**src/sv/assert_macros.svh**
```systemverilog
// ----------------------------------------------------------------------------
// assert_macros.svh
// Shared concurrent assertion macros, clocked on clk and disabled in rst
// ----------------------------------------------------------------------------
`ifndef ASSERT_MACROS_SVH
`define ASSERT_MACROS_SVH

// same-cycle implication
`define HRWL_ASSERT_IMP(lbl, ante, cons, msg) \
  lbl: assert property (@(posedge clk) disable iff (rst) (ante) |-> (cons)) \
    else $error(msg);

// next-cycle implication
`define HRWL_ASSERT_NXT(lbl, ante, cons, msg) \
  lbl: assert property (@(posedge clk) disable iff (rst) (ante) |=> (cons)) \
    else $error(msg);

`endif

```
**src/sv/hrwl_pkg.sv**
```systemverilog
// ----------------------------------------------------------------------------
// hrwl_pkg
// Types, codes and helpers shared by the hex record window loader
// ----------------------------------------------------------------------------
package hrwl_pkg;

  // output address field width
  localparam int ADDR_W = 26;

  // parse phases
  localparam logic [3:0] PH_START  = 4'd0;
  localparam logic [3:0] PH_SSEL   = 4'd1;
  localparam logic [3:0] PH_COUNT  = 4'd2;
  localparam logic [3:0] PH_ADDR   = 4'd3;
  localparam logic [3:0] PH_TYPE   = 4'd4;
  localparam logic [3:0] PH_DATA   = 4'd5;
  localparam logic [3:0] PH_OFFSET = 4'd6;
  localparam logic [3:0] PH_RAW    = 4'd7;
  localparam logic [3:0] PH_SKIP   = 4'd8;

  // record forms
  localparam logic [2:0] FM_NONE = 3'd0;
  localparam logic [2:0] FM_S1   = 3'd1;
  localparam logic [2:0] FM_S2   = 3'd2;
  localparam logic [2:0] FM_S3   = 3'd3;
  localparam logic [2:0] FM_IHEX = 3'd4;
  localparam logic [2:0] FM_RAW  = 3'd5;

  // intel record types
  localparam logic [7:0] IT_DATA    = 8'd0;
  localparam logic [7:0] IT_SEGMENT = 8'd2;
  localparam logic [7:0] IT_LINEAR  = 8'd4;

  // configuration register indexes
  localparam logic [1:0] CFG_WINDOW_START  = 2'd0;
  localparam logic [1:0] CFG_WINDOW_LENGTH = 2'd1;
  localparam logic [1:0] CFG_DEST_BASE     = 2'd2;

  // characters
  localparam logic [7:0] CH_CR    = 8'h0D;
  localparam logic [7:0] CH_LF    = 8'h0A;
  localparam logic [7:0] CH_S     = 8'h53;
  localparam logic [7:0] CH_COLON = 8'h3A;
  localparam logic [7:0] CH_HASH  = 8'h23;
  localparam logic [7:0] CH_ONE   = 8'h31;
  localparam logic [7:0] CH_TWO   = 8'h32;
  localparam logic [7:0] CH_THREE = 8'h33;

  // events from the parser to the address unit for one item
  typedef struct packed {
    logic        eos;
    logic        addr_load;
    logic        add_offset;
    logic        offset_load;
    logic [31:0] value;
    logic        data_byte;
    logic        raw_byte;
    logic [7:0]  data;
    logic        raw_inc;
  } hrwl_evt_t;

  // result of one item
  typedef struct packed {
    logic              valid;
    logic              kind;
    logic [ADDR_W-1:0] addr;
    logic [7:0]        data;
    logic [32:0]       span;
  } hrwl_res_t;

  // hex digit value, bit 4 set for a non-hex character
  function automatic logic [4:0] hex_digit(input logic [7:0] c);
    logic [7:0] d;
    d = 8'h00;
    if (c >= 8'h30 && c <= 8'h39) begin
      d = c - 8'h30;
    end else if (c >= 8'h61 && c <= 8'h66) begin
      d = c - 8'h57;
    end else if (c >= 8'h41 && c <= 8'h46) begin
      d = c - 8'h37;
    end else begin
      d = 8'h10;
    end
    return d[4:0];
  endfunction

endpackage

```
**src/sv/hrwl_parse.sv**
```systemverilog
// ----------------------------------------------------------------------------
// hrwl_parse
// Record text parser: tracks line position and fields, emits address events
// ----------------------------------------------------------------------------
`include "assert_macros.svh"

module hrwl_parse import hrwl_pkg::*; #(
  parameter int MAX_LINE_CHARS = 200
) (
  input  logic       clk,
  input  logic       rst,
  input  logic       step,
  input  logic       req_type,
  input  logic [7:0] ch,
  output hrwl_evt_t  evt
);

  localparam int PosW = $clog2(MAX_LINE_CHARS);

  logic [3:0]      phase, phase_next;
  logic [2:0]      form, form_next;
  logic [PosW-1:0] pos, pos_next;
  logic [7:0]      byte_count, byte_count_next;
  logic [7:0]      record_type, record_type_next;
  logic [3:0]      high_nibble, high_nibble_next;
  logic [31:0]     acc, acc_next;

  logic [4:0]      hex;
  logic [3:0]      h;
  logic [31:0]     acc_shift;
  logic            is_ihex;
  logic            clear_all;
  logic [PosW-1:0] addr_end;
  logic [7:0]      s_sub;

  // field decode helpers
  always_comb begin
    hex       = hex_digit(ch);
    h         = hex[3:0];
    acc_shift = {acc[27:0], h};
    is_ihex   = (form == FM_IHEX);
    s_sub     = 8'({5'd0, form}) + 8'd2;
    unique case (form)
      FM_S1:   addr_end = PosW'(7);
      FM_S2:   addr_end = PosW'(9);
      FM_S3:   addr_end = PosW'(11);
      default: addr_end = PosW'(6);
    endcase
  end

  // per-item parse step
  always_comb begin
    phase_next       = phase;
    form_next        = form;
    pos_next         = pos;
    byte_count_next  = byte_count;
    record_type_next = record_type;
    high_nibble_next = high_nibble;
    acc_next         = acc;
    clear_all        = 1'b0;
    evt              = '0;

    if (step) begin
      if (req_type) begin
        evt.eos   = 1'b1;
        clear_all = 1'b1;
      end else if (ch == CH_CR || ch == CH_LF) begin
        evt.raw_inc = (form == FM_RAW);
        clear_all   = 1'b1;
      end else begin
        unique case (phase)
          PH_START: begin
            if (ch == CH_S) begin
              phase_next = PH_SSEL;
            end else if (ch == CH_COLON) begin
              form_next  = FM_IHEX;
              phase_next = PH_COUNT;
            end else if (ch == CH_HASH) begin
              form_next  = FM_RAW;
              phase_next = PH_RAW;
            end else begin
              phase_next = PH_SKIP;
            end
          end
          PH_SSEL: begin
            if (ch == CH_ONE) begin
              form_next  = FM_S1;
              phase_next = PH_COUNT;
            end else if (ch == CH_TWO) begin
              form_next  = FM_S2;
              phase_next = PH_COUNT;
            end else if (ch == CH_THREE) begin
              form_next  = FM_S3;
              phase_next = PH_COUNT;
            end else begin
              phase_next = PH_SKIP;
            end
          end
          PH_SKIP: begin
            phase_next = PH_SKIP;
          end
          default: begin
            if (hex[4]) begin
              phase_next = PH_SKIP;
            end else begin
              acc_next = acc_shift;
              unique case (phase)
                // byte count field
                PH_COUNT: begin
                  if (pos == (is_ihex ? PosW'(2) : PosW'(3))) begin
                    byte_count_next = acc_shift[7:0];
                    acc_next        = '0;
                    phase_next      = PH_ADDR;
                  end
                end
                // load address field
                PH_ADDR: begin
                  if (pos == addr_end) begin
                    evt.addr_load = 1'b1;
                    evt.value     = acc_shift;
                    acc_next      = '0;
                    if (is_ihex) begin
                      phase_next = PH_TYPE;
                    end else if (byte_count > s_sub) begin
                      byte_count_next = byte_count - s_sub;
                      phase_next      = PH_DATA;
                    end else begin
                      byte_count_next = '0;
                      phase_next      = PH_SKIP;
                    end
                  end
                end
                // intel record type
                PH_TYPE: begin
                  if (pos == PosW'(8)) begin
                    record_type_next = acc_shift[7:0];
                    acc_next         = '0;
                    if (acc_shift[7:0] == IT_DATA) begin
                      evt.add_offset = 1'b1;
                      phase_next     = (byte_count != 8'd0) ? PH_DATA : PH_SKIP;
                    end else if (acc_shift[7:0] == IT_SEGMENT ||
                                 acc_shift[7:0] == IT_LINEAR) begin
                      phase_next = PH_OFFSET;
                    end else begin
                      phase_next = PH_SKIP;
                    end
                  end
                end
                // data bytes, high nibble first
                PH_DATA: begin
                  if (pos[0] == is_ihex) begin
                    high_nibble_next = h;
                  end else begin
                    evt.data_byte   = 1'b1;
                    evt.data        = {high_nibble, h};
                    byte_count_next = byte_count - 8'd1;
                    if (byte_count == 8'd1) begin
                      phase_next = PH_SKIP;
                    end
                  end
                end
                // segment or linear offset
                PH_OFFSET: begin
                  if (pos == PosW'(12)) begin
                    evt.offset_load = 1'b1;
                    evt.value       = (record_type == IT_SEGMENT) ?
                                      {12'd0, acc_shift[15:0], 4'd0} :
                                      {acc_shift[15:0], 16'd0};
                    phase_next      = PH_SKIP;
                  end
                end
                // raw byte line
                PH_RAW: begin
                  if (pos == PosW'(1)) begin
                    high_nibble_next = h;
                  end else begin
                    evt.raw_byte = 1'b1;
                    evt.data     = {high_nibble, h};
                    phase_next   = PH_SKIP;
                  end
                end
                default: begin
                  phase_next = PH_SKIP;
                end
              endcase
            end
          end
        endcase

        // position count and long line cut
        pos_next = pos + PosW'(1);
        if (pos == PosW'(MAX_LINE_CHARS - 2)) begin
          evt.raw_inc = (form == FM_RAW);
          clear_all   = 1'b1;
        end
      end
    end

    if (clear_all) begin
      phase_next       = PH_START;
      form_next        = FM_NONE;
      pos_next         = '0;
      byte_count_next  = '0;
      record_type_next = '0;
      high_nibble_next = '0;
      acc_next         = '0;
    end
  end

  // parse registers
  always_ff @(posedge clk) begin
    if (rst) begin
      phase       <= PH_START;
      form        <= FM_NONE;
      pos         <= '0;
      byte_count  <= '0;
      record_type <= '0;
      high_nibble <= '0;
      acc         <= '0;
    end else begin
      phase       <= phase_next;
      form        <= form_next;
      pos         <= pos_next;
      byte_count  <= byte_count_next;
      record_type <= record_type_next;
      high_nibble <= high_nibble_next;
      acc         <= acc_next;
    end
  end

  `HRWL_ASSERT_IMP(a_data_count, phase == PH_DATA, byte_count != 8'd0, "data phase with no bytes left")
  `HRWL_ASSERT_IMP(a_pos_bound, 1'b1, pos <= PosW'(MAX_LINE_CHARS - 2), "line position past limit")
  `HRWL_ASSERT_IMP(a_one_write, 1'b1, $onehot0({evt.eos, evt.data_byte, evt.raw_byte}), "several results in one item")

endmodule

```
**src/sv/hrwl_addr.sv**
```systemverilog
// ----------------------------------------------------------------------------
// hrwl_addr
// Address tracking, window test, relocation and span report
// ----------------------------------------------------------------------------
`include "assert_macros.svh"

module hrwl_addr import hrwl_pkg::*; #(
  parameter int MEM_ADDR_BITS = 26
) (
  input  logic        clk,
  input  logic        rst,
  input  hrwl_evt_t   evt,
  input  logic        cfg_write,
  input  logic [1:0]  cfg_index,
  input  logic [31:0] cfg_data,
  output hrwl_res_t   res
);

  localparam int MaskBits = (MEM_ADDR_BITS < ADDR_W) ? MEM_ADDR_BITS : ADDR_W;
  localparam logic [ADDR_W-1:0] MemMask = ADDR_W'((64'd1 << MaskBits) - 64'd1);

  logic [31:0]       window_start;
  logic [31:0]       window_length;
  logic [ADDR_W-1:0] dest_base;
  logic [31:0]       cur, cur_next;
  logic [31:0]       ext, ext_next;
  logic [31:0]       lowest, lowest_next;
  logic [31:0]       highest, highest_next;

  logic [32:0]       off;
  logic              in_win;
  logic [ADDR_W-1:0] win_addr;
  logic [ADDR_W-1:0] raw_addr;
  logic [32:0]       span_val;

  // window test and relocation
  always_comb begin
    off      = {1'b0, cur} - {1'b0, window_start};
    in_win   = !off[32] && (off[31:0] < window_length);
    win_addr = (off[ADDR_W-1:0] + dest_base) & MemMask;
    raw_addr = (cur[ADDR_W-1:0] + dest_base) & MemMask;
    span_val = (highest > lowest) ? ({1'b0, highest} - {1'b0, lowest} + 33'd1) : '0;
  end

  // result and address state update
  always_comb begin
    res          = '0;
    cur_next     = cur;
    ext_next     = ext;
    lowest_next  = lowest;
    highest_next = highest;

    if (evt.eos) begin
      res.valid    = 1'b1;
      res.kind     = 1'b1;
      res.span     = span_val;
      cur_next     = '0;
      ext_next     = '0;
      lowest_next  = '1;
      highest_next = '0;
    end else if (evt.addr_load) begin
      cur_next = evt.value;
    end else if (evt.add_offset) begin
      cur_next = cur + ext;
    end else if (evt.data_byte) begin
      cur_next = cur + 32'd1;
      if (in_win) begin
        res.valid = 1'b1;
        res.addr  = win_addr;
        res.data  = evt.data;
        if (cur < lowest) begin
          lowest_next = cur;
        end
        if (cur > highest) begin
          highest_next = cur;
        end
      end
    end else if (evt.raw_byte) begin
      res.valid = 1'b1;
      res.addr  = raw_addr;
      res.data  = evt.data;
    end else if (evt.raw_inc) begin
      cur_next = cur + 32'd1;
    end

    if (evt.offset_load) begin
      ext_next = evt.value;
    end
  end

  // configuration and tracking registers
  always_ff @(posedge clk) begin
    if (rst) begin
      window_start  <= '0;
      window_length <= '0;
      dest_base     <= '0;
      cur           <= '0;
      ext           <= '0;
      lowest        <= '1;
      highest       <= '0;
    end else begin
      cur     <= cur_next;
      ext     <= ext_next;
      lowest  <= lowest_next;
      highest <= highest_next;
      if (cfg_write) begin
        unique case (cfg_index)
          CFG_WINDOW_START:  window_start  <= cfg_data;
          CFG_WINDOW_LENGTH: window_length <= cfg_data;
          CFG_DEST_BASE:     dest_base     <= cfg_data[ADDR_W-1:0];
          default: ;
        endcase
      end
    end
  end

  `HRWL_ASSERT_NXT(a_eos_clear, evt.eos, lowest == '1 && highest == '0 && cur == '0, "tracking not cleared at end of stream")

endmodule

```
**src/sv/hex_record_window_loader_unit.sv**
```systemverilog
// A result enters the output register when its item leaves the input register.
// One item per cycle unless out_ready stalls; input and output registers each hold one item.
// The per-item step (parser plus one 32-bit window subtract and compare) sets the cycle.
// Reset: synchronous rst clears parse state, address tracking and configuration registers.
// ----------------------------------------------------------------------------
// hex_record_window_loader_unit
// Parses S-record, Intel HEX and raw byte text and emits relocated memory writes
// ----------------------------------------------------------------------------
`include "assert_macros.svh"

module hex_record_window_loader_unit import hrwl_pkg::*; #(
  parameter int MEM_ADDR_BITS  = 26,
  parameter int MAX_LINE_CHARS = 200
) (
  input  logic              clk,
  input  logic              rst,
  input  logic              in_valid,
  output logic              in_ready,
  input  logic              req_type,
  input  logic [7:0]        ch,
  output logic              out_valid,
  input  logic              out_ready,
  output logic              kind,
  output logic [ADDR_W-1:0] write_addr,
  output logic [7:0]        write_data,
  output logic [32:0]       span,
  input  logic              cfg_write,
  input  logic [1:0]        cfg_index,
  input  logic [31:0]       cfg_data
);

  logic       s0_valid;
  logic       s0_req_type;
  logic [7:0] s0_ch;
  logic       s0_fire;
  hrwl_evt_t  evt;
  hrwl_res_t  res;

  // input stage handshake
  assign s0_fire  = s0_valid && (!out_valid || out_ready);
  assign in_ready = !s0_valid || s0_fire;

  always_ff @(posedge clk) begin
    if (rst) begin
      s0_valid <= 1'b0;
    end else if (in_ready) begin
      s0_valid <= in_valid;
    end
  end

  always_ff @(posedge clk) begin
    if (in_valid && in_ready) begin
      s0_req_type <= req_type;
      s0_ch       <= ch;
    end
  end

  // parser
  hrwl_parse #(
    .MAX_LINE_CHARS(MAX_LINE_CHARS)
  ) u_parse (
    .clk      (clk),
    .rst      (rst),
    .step     (s0_fire),
    .req_type (s0_req_type),
    .ch       (s0_ch),
    .evt      (evt)
  );

  // address unit
  hrwl_addr #(
    .MEM_ADDR_BITS(MEM_ADDR_BITS)
  ) u_addr (
    .clk       (clk),
    .rst       (rst),
    .evt       (evt),
    .cfg_write (cfg_write),
    .cfg_index (cfg_index),
    .cfg_data  (cfg_data),
    .res       (res)
  );

  // output register
  always_ff @(posedge clk) begin
    if (rst) begin
      out_valid <= 1'b0;
    end else if (s0_fire) begin
      out_valid <= res.valid;
    end else if (out_ready) begin
      out_valid <= 1'b0;
    end
  end

  always_ff @(posedge clk) begin
    if (s0_fire && res.valid) begin
      kind       <= res.kind;
      write_addr <= res.addr;
      write_data <= res.data;
      span       <= res.span;
    end
  end

  `HRWL_ASSERT_NXT(a_eos_report, s0_fire && s0_req_type, out_valid && kind, "end of stream gave no report")
  `HRWL_ASSERT_NXT(a_out_drain, !s0_fire && !(out_valid && !out_ready), !out_valid, "result shown with no item")

endmodule

```
**config.mk**
```make
export PLATFORM = sky130hd
export DESIGN_NAME = hex_record_window_loader_unit
export DESIGN_NICKNAME = d
export VERILOG_FILES = /design/src/sv/hrwl_pkg.sv /design/src/sv/hrwl_parse.sv /design/src/sv/hrwl_addr.sv /design/src/sv/hex_record_window_loader_unit.sv
export VERILOG_INCLUDE_DIRS = /design/src /design/src/sv
export SDC_FILE = /design/constraint.sdc
export NUM_CORES = 1
export LEC_CHECK = 0
export BUFFER_PORTS_ARGS = -buffer_cell sky130_fd_sc_hd__buf_2
export CELL_PAD_IN_SITES_DETAIL_PLACEMENT = 1
export CELL_PAD_IN_SITES_GLOBAL_PLACEMENT = 1
export CORE_ASPECT_RATIO = 0.8
export CORE_MARGIN = 5
export CORE_UTILIZATION = 52
export CTS_CLUSTER_SIZE = 24
export DETAILED_ROUTE_END_ITERATION = 16
export PLACE_DENSITY_LB_ADDON = 0.3
export SLEW_MARGIN = 15
export SYNTH_ARGS = -nofsm -noshare
export SYNTH_HDL_FRONTEND = slang
export SYNTH_SLANG_ARGS = --single-unit
export TNS_END_PERCENT = 5
```
**constraint.sdc**
```tcl
create_clock -name clk -period 15.8 [get_ports clk]
set_input_delay 3.16 -clock clk [delete_from_list [all_inputs] [get_ports clk]]
set_output_delay 3.16 -clock clk [all_outputs]
set_load 0.02 [all_outputs]
```
==> impl.org, run 1 <==
** Setup path
- Maximum fanout along the worst path :: 33
- For the worst setup path, the data arrival time is 9.64 ns.
- CP endpoint kind :: flop
- Sort of element at the start of the critical path :: input port
- Setup CP Type :: input port to flop
- Required @ worst endpoint :: about 16 ns

** Pwr
- In this run the power density over the cells is 80.32 nW/µm².
- IR analysis of the VDD net gives a maximum drop of roughly 0.00010 V.
- Of the total power, registers draw between 40% and 50%.
- The analysis attributes to cell leakage a power of 11.82 nW.
- Combinational cells account for 12.3% of the total power.
- Internal power summed over all cells :: 1.614 mW
- For this design the total switching power over the nets is roughly 0.6 mW.
- Portion of total power attributed to the clock network :: ~44%
- Net switching is 27.00% of the power.
- Overall power after layout :: 2.212 mW

** Synthesis
- Syn Nets :: 3378
- Number of synthesis warnings :: 0
- Number of instances in the synthesized netlist :: 3021
- Ys flop type :: sky130_fd_sc_hd__dfxtp_1
- Dominant cells by area after synthesis :: sky130_fd_sc_hd__dfxtp_1, sky130_fd_sc_hd__ha_1, sky130_fd_sc_hd__edfxtp_1
- The average instance in the mapped netlist occupies 8.284 µm².
- Fraction of registers with async set/reset :: 0%
- Fraction of the yosys area taken by sequential cells :: between 30% and 40%
- The number of different library cells used by synthesis comes to 88.
- The synthesized design contains 77 enable-type register cells.
- Total standard cell area after synthesis :: 25030 µm²
- The synthesized design contains 360 register bits.
- Cell type with the highest aggregate area in the netlist :: sky130_fd_sc_hd__dfxtp_1
- The synthesized design devotes to its leading area cell type 22.64% of total area.

** GRT
- Across every metal layer, demand over resource in global routing totals 31.42%.
- The first global-routing pass estimated 132.8 mm of wire.
- Entering global routing, the biggest net connects 93 pins.
- The number of global-route vias before repair is between 20000 and 25000.
- Grt ovf :: 0
- The number of antenna violations at the first check in global routing came to 2.

** CTS
- The root buffer cell chosen for the clock tree is sky130_fd_sc_hd__clkbuf_16.
- Number of cells upsized or downsized after cts :: 0
- Number of H-tree levels :: 2
- The number of hold buffers added after CTS was 0.
- The clock passes through at most 3 buffers.
- Post-CTS setup buffer count :: 0
- Clock buffer count from CTS :: 41
- CTS clk-pin slew, worst paths :: 0.07 ns
- The tree built by TritonCTS fans out to 360 sinks.
- Clock tree from TritonCTS :: done
- Clock latency on the worst-skew pair, taken at its later pin, is 0.59 ns.

** STA
- Slew at the pin closest to its max-slew limit :: approximately 1.3 ns
- Setup violations remaining at the end of the flow were counted as 0.
- Adding up every negative setup slack in the final design gives 0 ns.
- Dividing the final minimum period by the clock period gives 57.82%.
- Setup repair after global routing left no endpoint under its margin.
- The count of endpoints failing hold in the final timing report was 0.
- Final critical-path required period :: 9.136 ns
- Based on the critical path, the design can be clocked at up to 109.5 MHz.
- Across the routed clock network, the largest skew measured is between 0.03 and 0.04 ns.
- Fin. max-slew vios :: 0
- Worst slew margin :: 14.28%

** Floorplan
- Floorplan core area :: 47350 µm²
- Pin placement for this block handled 118 I/O pins.
- The die covers roughly 53000 µm².
- Die extent in x :: 255.3 µm
- Cell row count :: ~70
- For this configuration, the core starts out at a cell density of 52.85%.
- In this run the vertical extent of the chip is 206.2 µm.

** Finish
- Count of antenna diodes in the layout :: 0
- Final Cell Area :: 27540 µm²
- Layout net count :: 3446
- Of the cells placed in the final design, the portion with a size suffix greater than 1 is under 10%.
- Area growth syn-to-layout :: 10.03%

** Hold path
- In this run the worst hold path is classified as flop to flop.

** Route
- Number of iterations in the first detailed-routing pass :: 5
- For this run, design rule violations remaining after detail routing come to 0.
- Number of nets with antenna violations after routing :: 0
- Count of vias placed by the detailed router :: 23310
- Total Routed Length :: 84.44 mm
- In the final routed layout, each cell accounts on average for 22.59 µm.
- Via density per instance :: between 6 and 7
- Iteration-0 DRC Markers :: 1969

** Place
- IO Port Bufs :: about 120
- Placed wire-length estimate after detailed placement :: 63.02 mm
- Placer's final routability congestion estimate :: 0.9524
- Summing all placed instances gives a cell area of between 20000 and 30000 µm².

** Outcome
- Result of the run :: completed

** Job
- Number of maximum-capacitance violations :: 0
-- metrics by stage --
| stage | instances | worst slack [ns] | util, % | hold slack [ns] |
|---|---|---|---|---|
| after CTS | 3738 | 6.799 | 58.14 | 0.4576 |
| after floorplan | 3021 | 8.051 | - | 0.4204 |
| after detailed placement | 3666 | 6.281 | 55.33 | 0.4391 |
| final | 3738 | 6.664 | 58.15 | 0.4557 |
| after global placement | 3665 | 6.648 | 55.30 | 0.4419 |
| after global routing | 3738 | 6.300 | 58.15 | 0.4725 |
-- layer usage --
metal  share of wire [%]  track usage [%]  routed length, µm  up-vias
li1                    -                -                  -    10870
met1                  46            44.08              38430    11500
met2                  45            51.13              38130      769
met3                 6.5            3.787               5461      158
met4                 2.8            9.249               2390        4
met5               0.040                0                 34        -
-- cell usage in the layout, fill, tap and decap left out, types with 7 or more instances in the layout --
cell,instances
sky130_fd_sc_hd__and3_1,21
sky130_fd_sc_hd__buf_2,116
sky130_fd_sc_hd__nand2_1,338
sky130_fd_sc_hd__a21oi_1,297
sky130_fd_sc_hd__nor4_1,13
sky130_fd_sc_hd__nand4_1,30
sky130_fd_sc_hd__a22oi_1,61
sky130_fd_sc_hd__clkinv_2,8
sky130_fd_sc_hd__a31oi_1,20
sky130_fd_sc_hd__inv_1,212
sky130_fd_sc_hd__and2_1,46
sky130_fd_sc_hd__a221oi_1,17
sky130_fd_sc_hd__mux2i_1,49
sky130_fd_sc_hd__or3_1,10
sky130_fd_sc_hd__dfxtp_1,283
sky130_fd_sc_hd__a21o_1,84
sky130_fd_sc_hd__xnor2_1,84
sky130_fd_sc_hd__o21bai_1,27
sky130_fd_sc_hd__o21a_1,21
sky130_fd_sc_hd__o31ai_1,8
sky130_fd_sc_hd__xor2_1,57
sky130_fd_sc_hd__fa_1,21
sky130_fd_sc_hd__nor2b_1,34
sky130_fd_sc_hd__ha_1,288
sky130_fd_sc_hd__nor3b_1,9
sky130_fd_sc_hd__nor2_1,288
sky130_fd_sc_hd__edfxtp_1,77
sky130_fd_sc_hd__nand2b_1,39
sky130_fd_sc_hd__nor3_1,44
sky130_fd_sc_hd__clkbuf_16,42
sky130_fd_sc_hd__a211oi_1,39
sky130_fd_sc_hd__o22ai_1,26
sky130_fd_sc_hd__a211o_1,7
sky130_fd_sc_hd__o211ai_1,47
sky130_fd_sc_hd__nand3_1,44
sky130_fd_sc_hd__buf_4,40
sky130_fd_sc_hd__o221ai_1,9
sky130_fd_sc_hd__o21ai_0,116
-- cell type report --
cell class / count / area [µm²]
multi-input combinational: 2317 / 15760
tap: 620 / 775.7
sequential: 360 / 7978
timing repair buffer: 157 / 892.1
fill: 5649 / 19810
clock buffer: 54 / 1156
clock inverter: 18 / 175.2
inverter: 212 / 795.8
-- power by group through the flow --
stage / combinational (mW) / clock [mW] / sequential (mW)
CTS: 0.268 / 0.990 / 0.959
detailed placement: 0.266 / 0 / 0.980
global placement: 0.249 / 0 / 0.979
floorplan: 0.186 / 0 / 0.978
finish: 0.272 / 0.980 / 0.960
global route: 0.298 / 1.03 / 0.961
-- registers in the layout (all words and copies together), names as in the netlist, 3 cells and up --
signal	count
s0_ch	8
span	33
u_addr.cur	32
u_addr.dest_base	26
u_addr.ext	32
u_addr.highest	32
u_addr.lowest	32
u_addr.window_length	32
u_addr.window_start	32
u_parse.acc	28
u_parse.byte_count	8
u_parse.form	3
u_parse.high_nibble	4
u_parse.phase	4
u_parse.pos	8
u_parse.record_type	8
write_addr	26
write_data	8
-- Yosys cell counts, types with 49 or more instances --
cell type / instances
sky130_fd_sc_hd__nand2_1: 339
sky130_fd_sc_hd__a21oi_1: 299
sky130_fd_sc_hd__nor2_1: 290
sky130_fd_sc_hd__ha_1: 288
sky130_fd_sc_hd__dfxtp_1: 283
sky130_fd_sc_hd__inv_1: 212
sky130_fd_sc_hd__o21ai_0: 116
sky130_fd_sc_hd__clkbuf_1: 107
sky130_fd_sc_hd__a21o_1: 84
sky130_fd_sc_hd__xnor2_1: 84
sky130_fd_sc_hd__edfxtp_1: 77
sky130_fd_sc_hd__a22oi_1: 61
sky130_fd_sc_hd__xor2_1: 57
sky130_fd_sc_hd__mux2i_1: 49
-- cell families (layout without fill, tap and decap cells) --
| kind of cell | Yosys count | in the layout | share of synthesized area, % |
|---|---|---|---|
| adder cells (fa/ha/maj) | 309 | 309 | 16.08 |
| AO/OA/AOI/OAI | 849 | 849 | 21.72 |
| multiplexers | 51 | 51 | 2.050 |
| AND/OR/NAND/NOR | 966 | 966 | 17.92 |
| XOR/XNOR | 142 | 142 | 5.025 |
| buffers and inverters | 344 | 441 | 5.330 |
| flip-flops | 360 | 360 | 31.88 |
-- worst max-delay path, stage by stage --
cell	delay [ns]
sky130_fd_sc_hd__buf_2	0.09
sky130_fd_sc_hd__nand2b_1	0.14
sky130_fd_sc_hd__nand2_1	0.14
sky130_fd_sc_hd__nor3_1	0.20
sky130_fd_sc_hd__buf_4	0.23
sky130_fd_sc_hd__and3_1	0.43
sky130_fd_sc_hd__nand2_1	0.41
sky130_fd_sc_hd__and3b_1	0.33
sky130_fd_sc_hd__buf_4	0.34
sky130_fd_sc_hd__and2_1	0.26
sky130_fd_sc_hd__ha_1	0.27
sky130_fd_sc_hd__a211oi_1	0.38
sky130_fd_sc_hd__o21bai_1	0.21
sky130_fd_sc_hd__o41ai_1	0.60
sky130_fd_sc_hd__a21oi_1	0.30
sky130_fd_sc_hd__a2111oi_0	0.77
sky130_fd_sc_hd__o31ai_1	0.29
sky130_fd_sc_hd__a2111o_1	0.46
sky130_fd_sc_hd__o311ai_0	0.10
sky130_fd_sc_hd__mux2_2	0.39
sky130_fd_sc_hd__a21oi_2	0.11
-- worst paths after layout --
check                           from                      end  slack, ns  cells after the start
min reg2reg  u_addr.window_start[18]  u_addr.window_start[18]       0.46                      2
min          u_addr.window_start[18]  u_addr.window_start[18]       0.46                      2
max reg2reg                 s0_ch[1]           u_addr.cur[31]       8.30                     22
max                        out_ready           u_addr.cur[31]       6.66                     21
(Power assumes the default switching activity.)
==> run 2, diff against run 1 <==
CORE_UTILIZATION = 43   (was 52)
clock period = 7.4 ns   (was 15.8 ns; I/O delays follow)
==> impl.org, run 2 (synthesis gave the netlist of run 1 again) <==
** Pwr
- Proportion of total power due to net switching :: 26.84% (was 27.00%)
- Portion of total power attributed to the clock network :: 44.8% (was 44.3%)
- The overall power consumption was 4.781 mW (was 2.212 mW).
- Max VDD drop :: 0.0001409 V (was 0.0001019 V)
- Net switching power :: 1.283 mW (was 0.5972 mW)
- The power density over the cells was 171.4 nW/µm² (was 80.32 nW/µm²).
- The leakage power summed over all cells was 11.91 nW (was 11.82 nW).
- Seq pwr share :: 42.9% (was 43.4%)
- The share of total power in combinational logic was 12.4% (was 12.3%).
- The internal power component is 3.498 mW (was 1.614 mW).

** Setup path
- The worst setup path category is flop to flop (was input port to flop).
- The cell type group with the largest total delay on the critical path was compound AO/OA/AOI/OAI gates (unchanged).
- CP endpoint kind :: flop (unchanged)
- Worst-path cell chain: ha_1, and2_1, a221oi_1, o211ai_1, a21oi_1, o21ai_0, a221oi_1, nor2b_1, o21ai_0, a21oi_1, xor2_1, ha_1, nand4_1, or2_2, nor3_1, o21ai_0, o2111ai_1, a31oi_1, o221ai_2, and2_1, nand2_8 (was buf_2, nand2b_1, nand2_1, nor3_1, buf_4, and3_1, nand2_1, and3b_1, buf_4, and2_1, ha_1, a211oi_1, o21bai_1, o41ai_1, a21oi_1, a2111oi_0, o31ai_1, a2111o_1, o311ai_0, mux2_2, a21oi_2).
- The worst path required time was 7.57 ns (was 16.30 ns).
- The cell with the biggest individual delay on the critical path is sky130_fd_sc_hd__dfxtp_1 (was sky130_fd_sc_hd__a2111oi_0).
- Largest stage delay on the critical path :: 0.66 ns (was 0.77 ns)
- The type of element launching the critical path is a flop (was input port).
- In this design, the critical path's most frequently occurring cell is sky130_fd_sc_hd__o21ai_0.
- Endpoint arrival time on the critical path :: 6.96 ns (was 9.64 ns)
- The combined buffer and inverter count along the critical path was 0 (was 3).
- Maximum fanout along the worst path :: 68 (was 33)

** STA
- The worst clock skew is 0.02005 ns (was 0.03312 ns).
- Fin. max-slew vios :: 0 (unchanged)
- Final critical-path required period :: 6.794 ns
- Post-route fraction of the period consumed by the critical path :: 91.81%
- The slew at the pin closest to its max-slew limit is 1.217 ns (was 1.282 ns).
- Based on the critical path, the design can be clocked at up to 147.2 MHz.
- Worst slew margin :: 18.65% (was 14.28%)
- The final total negative setup slack came to 0 ns (unchanged).
- Count of final hold-check violations :: 0 (unchanged)
- RSZ-0062 raised after global routing :: no (unchanged)
- Number of setup violations in the final report :: 0 (unchanged)

** Job
- The number of max-cap violations was 0 (unchanged).

** Route
- Iteration-0 DRC Markers :: 1742 (was 1969)
- Number of iterations in the first detailed-routing pass :: 6 (was 5)
- Total Routed Length :: 85.17 mm (was 84.44 mm)
- Via density per instance :: 5.963 (was 6.235)
- Count of vias placed by the detailed router :: 23260 (was 23310)
- Remaining routing DRC violations :: 0 (unchanged)
- The routed wirelength normalized by instance count came to 21.83 µm (was 22.59 µm).
- The count of antenna-violating nets left after detailed routing is 0 (unchanged).

** GRT
- Initial antenna violation count :: 0 (was 2)
- Global-route wire length before repair :: 133.1 mm (was 132.8 mm)
- The residual overflow from global routing is 0 (unchanged).
- Number of global-route vias before repair :: 23700 (was 23980)
- Largest net degree at the start of global routing :: 70 (was 93)
- The total routing usage reported by global routing is 26.03% (was 31.42%).

** Finish
- Layout Utilization :: 48.15% (was 58.15%)
- The final net count was 3458 (was 3446).
- The total of fill cells in the finished design was 6969 (was 5649).
- The number of antenna repair diodes is 0 (unchanged).
- Largest Register :: span (unchanged)
- Commonest cells after routing, fill and taps aside: sky130_fd_sc_hd__nand2_1, sky130_fd_sc_hd__a21oi_1, sky130_fd_sc_hd__nor2_1 (was sky130_fd_sc_hd__nand2_1, sky130_fd_sc_hd__a21oi_1, sky130_fd_sc_hd__nor2_1, sky130_fd_sc_hd__ha_1, sky130_fd_sc_hd__dfxtp_1).
- The leading cell type in the layout, fill and taps excluded is sky130_fd_sc_hd__nand2_1 (unchanged).
- Post-layout instance count excluding filler cells :: 3901 (was 3738)
- Area growth syn-to-layout :: 11.45% (was 10.03%)
- The proportion of layout cells with a drive suffix above 1 was 8.685% (was 8.210%).
- Flip-flop count of the largest register after layout :: 33 (unchanged)
- Final Cell Area :: 27890 µm² (was 27540 µm²)

** Floorplan
- Die height :: 225.8 µm (was 206.2 µm)
- Floorplan die area :: 63150 µm² (was 52640 µm²)
- The initial core utilization was 43.20% (was 52.85%).
- The die width came to 279.7 µm (was 255.3 µm).
- Cell row count :: 79 (was 71)
- Floorplan core area :: 57920 µm² (was 47350 µm²)
- The count of pins on the block boundary was 118 (unchanged).

** CTS
- Cell chosen for the clock root :: sky130_fd_sc_hd__clkbuf_16 (unchanged)
- Insertion delay to the later sink of the worst-skew pair :: 0.59 ns (about the same)
- The number of hold buffers added after CTS came to 0 (unchanged).
- The number of levels in the clock H-tree came to 2 (unchanged).
- Buffers from clock root to sink, at most :: 3 (unchanged)
- The clock buffer count from CTS was 42 (was 41).
- Clock tree from TritonCTS :: done (unchanged)
- The clock input transition at the sequential cells of the worst setup and hold paths is 0.06 ns (was 0.07 ns).
- The number of clock sinks is 360 (unchanged).

** Place
- The instance area at placement was 26480 µm² (was 26200 µm²).
- The routability congestion estimate from global placement was 0.9511 (was 0.9524).
- Placed Cells :: 3826 (was 3666)
- Placed wire-length estimate after detailed placement :: 64.94 mm (was 63.02 mm)
- The port buffer count is 117 (unchanged).

** Hold path
- The class of the tightest hold or removal check was flop to flop (unchanged).

** Outcome
- Result of the run :: completed (unchanged)
[run 2: cell types whose count changed in the layout (fill, tap and decap cells not counted), moves of 2 or more]
cell / before / now
sky130_fd_sc_hd__o221ai_2: 0 / 2
sky130_fd_sc_hd__buf_4: 40 / 52
sky130_fd_sc_hd__clkinv_1: 2 / 0
sky130_fd_sc_hd__o221ai_1: 9 / 7
sky130_fd_sc_hd__clkinv_2: 8 / 6
sky130_fd_sc_hd__bufinv_16: 3 / 1
sky130_fd_sc_hd__clkbuf_16: 42 / 45
sky130_fd_sc_hd__clkbuf_8: 6 / 11
[run 2: metrics by stage]
stage,setup slack (ns),hold slack (ns)
2_1_floorplan,0.7867,0.4204
3_3_place_gp,0.4213,0.4372
3_5_place_dp,0.3464,0.4487
4_1_cts,0.3901,0.4571
5_1_grt,0.1798,0.4769
6_report,0.6063,0.4558
[run 2: power by group through the flow]
stage	Sequential (mW)	Combinational (mW)	Clock, mW
floorplan	2.09	0.396	0
global placement	2.09	0.550	0
detailed placement	2.09	0.579	0
CTS	2.05	0.585	2.18
global route	2.05	0.644	2.26
finish	2.05	0.591	2.14
[run 2: layout make-up]
type | count | area (µm²) | share of cell area, %
multi-input cells | 2317 | 15780 | 56.57
well taps | 769 | 962.2 | 3.450
clock inverters | 12 | 98.84 | 0.3544
clock buffers | 63 | 1308 | 4.688
repair buffers | 168 | 970.9 | 3.481
inverters | 212 | 795.8 | 2.853
flip-flops and latches | 360 | 7978 | 28.60
[run 2: path summary, 6_finish.rpt]
kind	startpoint	endpoint	slack, ns	cells past startpoint
setup reg to reg	u_addr.cur[9]	write_addr[11]	0.61	21
setup / recovery	u_addr.cur[9]	write_addr[11]	0.61	21
hold reg to reg	u_addr.window_length[30]	u_addr.window_length[30]	0.46	2
hold / removal	u_addr.window_length[30]	u_addr.window_length[30]	0.46	2
[run 2: timing repair]
| item | in CTS | in global routing |
|---|---|---|
| setup buffers | 0 | 0 |
| endpoints found under the setup margin | 0 | 68 |
| resized for setup | 0 | 1 |
[run 2: worst min-delay path: stages (launching register included)]
cell                      delay (ns)
sky130_fd_sc_hd__dfxtp_1        0.31
sky130_fd_sc_hd__nand2_1        0.05
sky130_fd_sc_hd__a21oi_1        0.05
[run 2: per-layer routing]
| layer | vias up | wire [µm] | part of all wire (%) | track usage [%] |
|---|---|---|---|---|
| met2 | 754 | 37280 | 44 | 41.19 |
| met4 | 0 | 2388 | 2.8 | 7.220 |
| met5 | - | 0 | 0 | 0 |
| met3 | 151 | 6114 | 7.2 | 3.752 |
| li1 | 10900 | - | - | - |
| met1 | 11460 | 39390 | 46 | 37.32 |
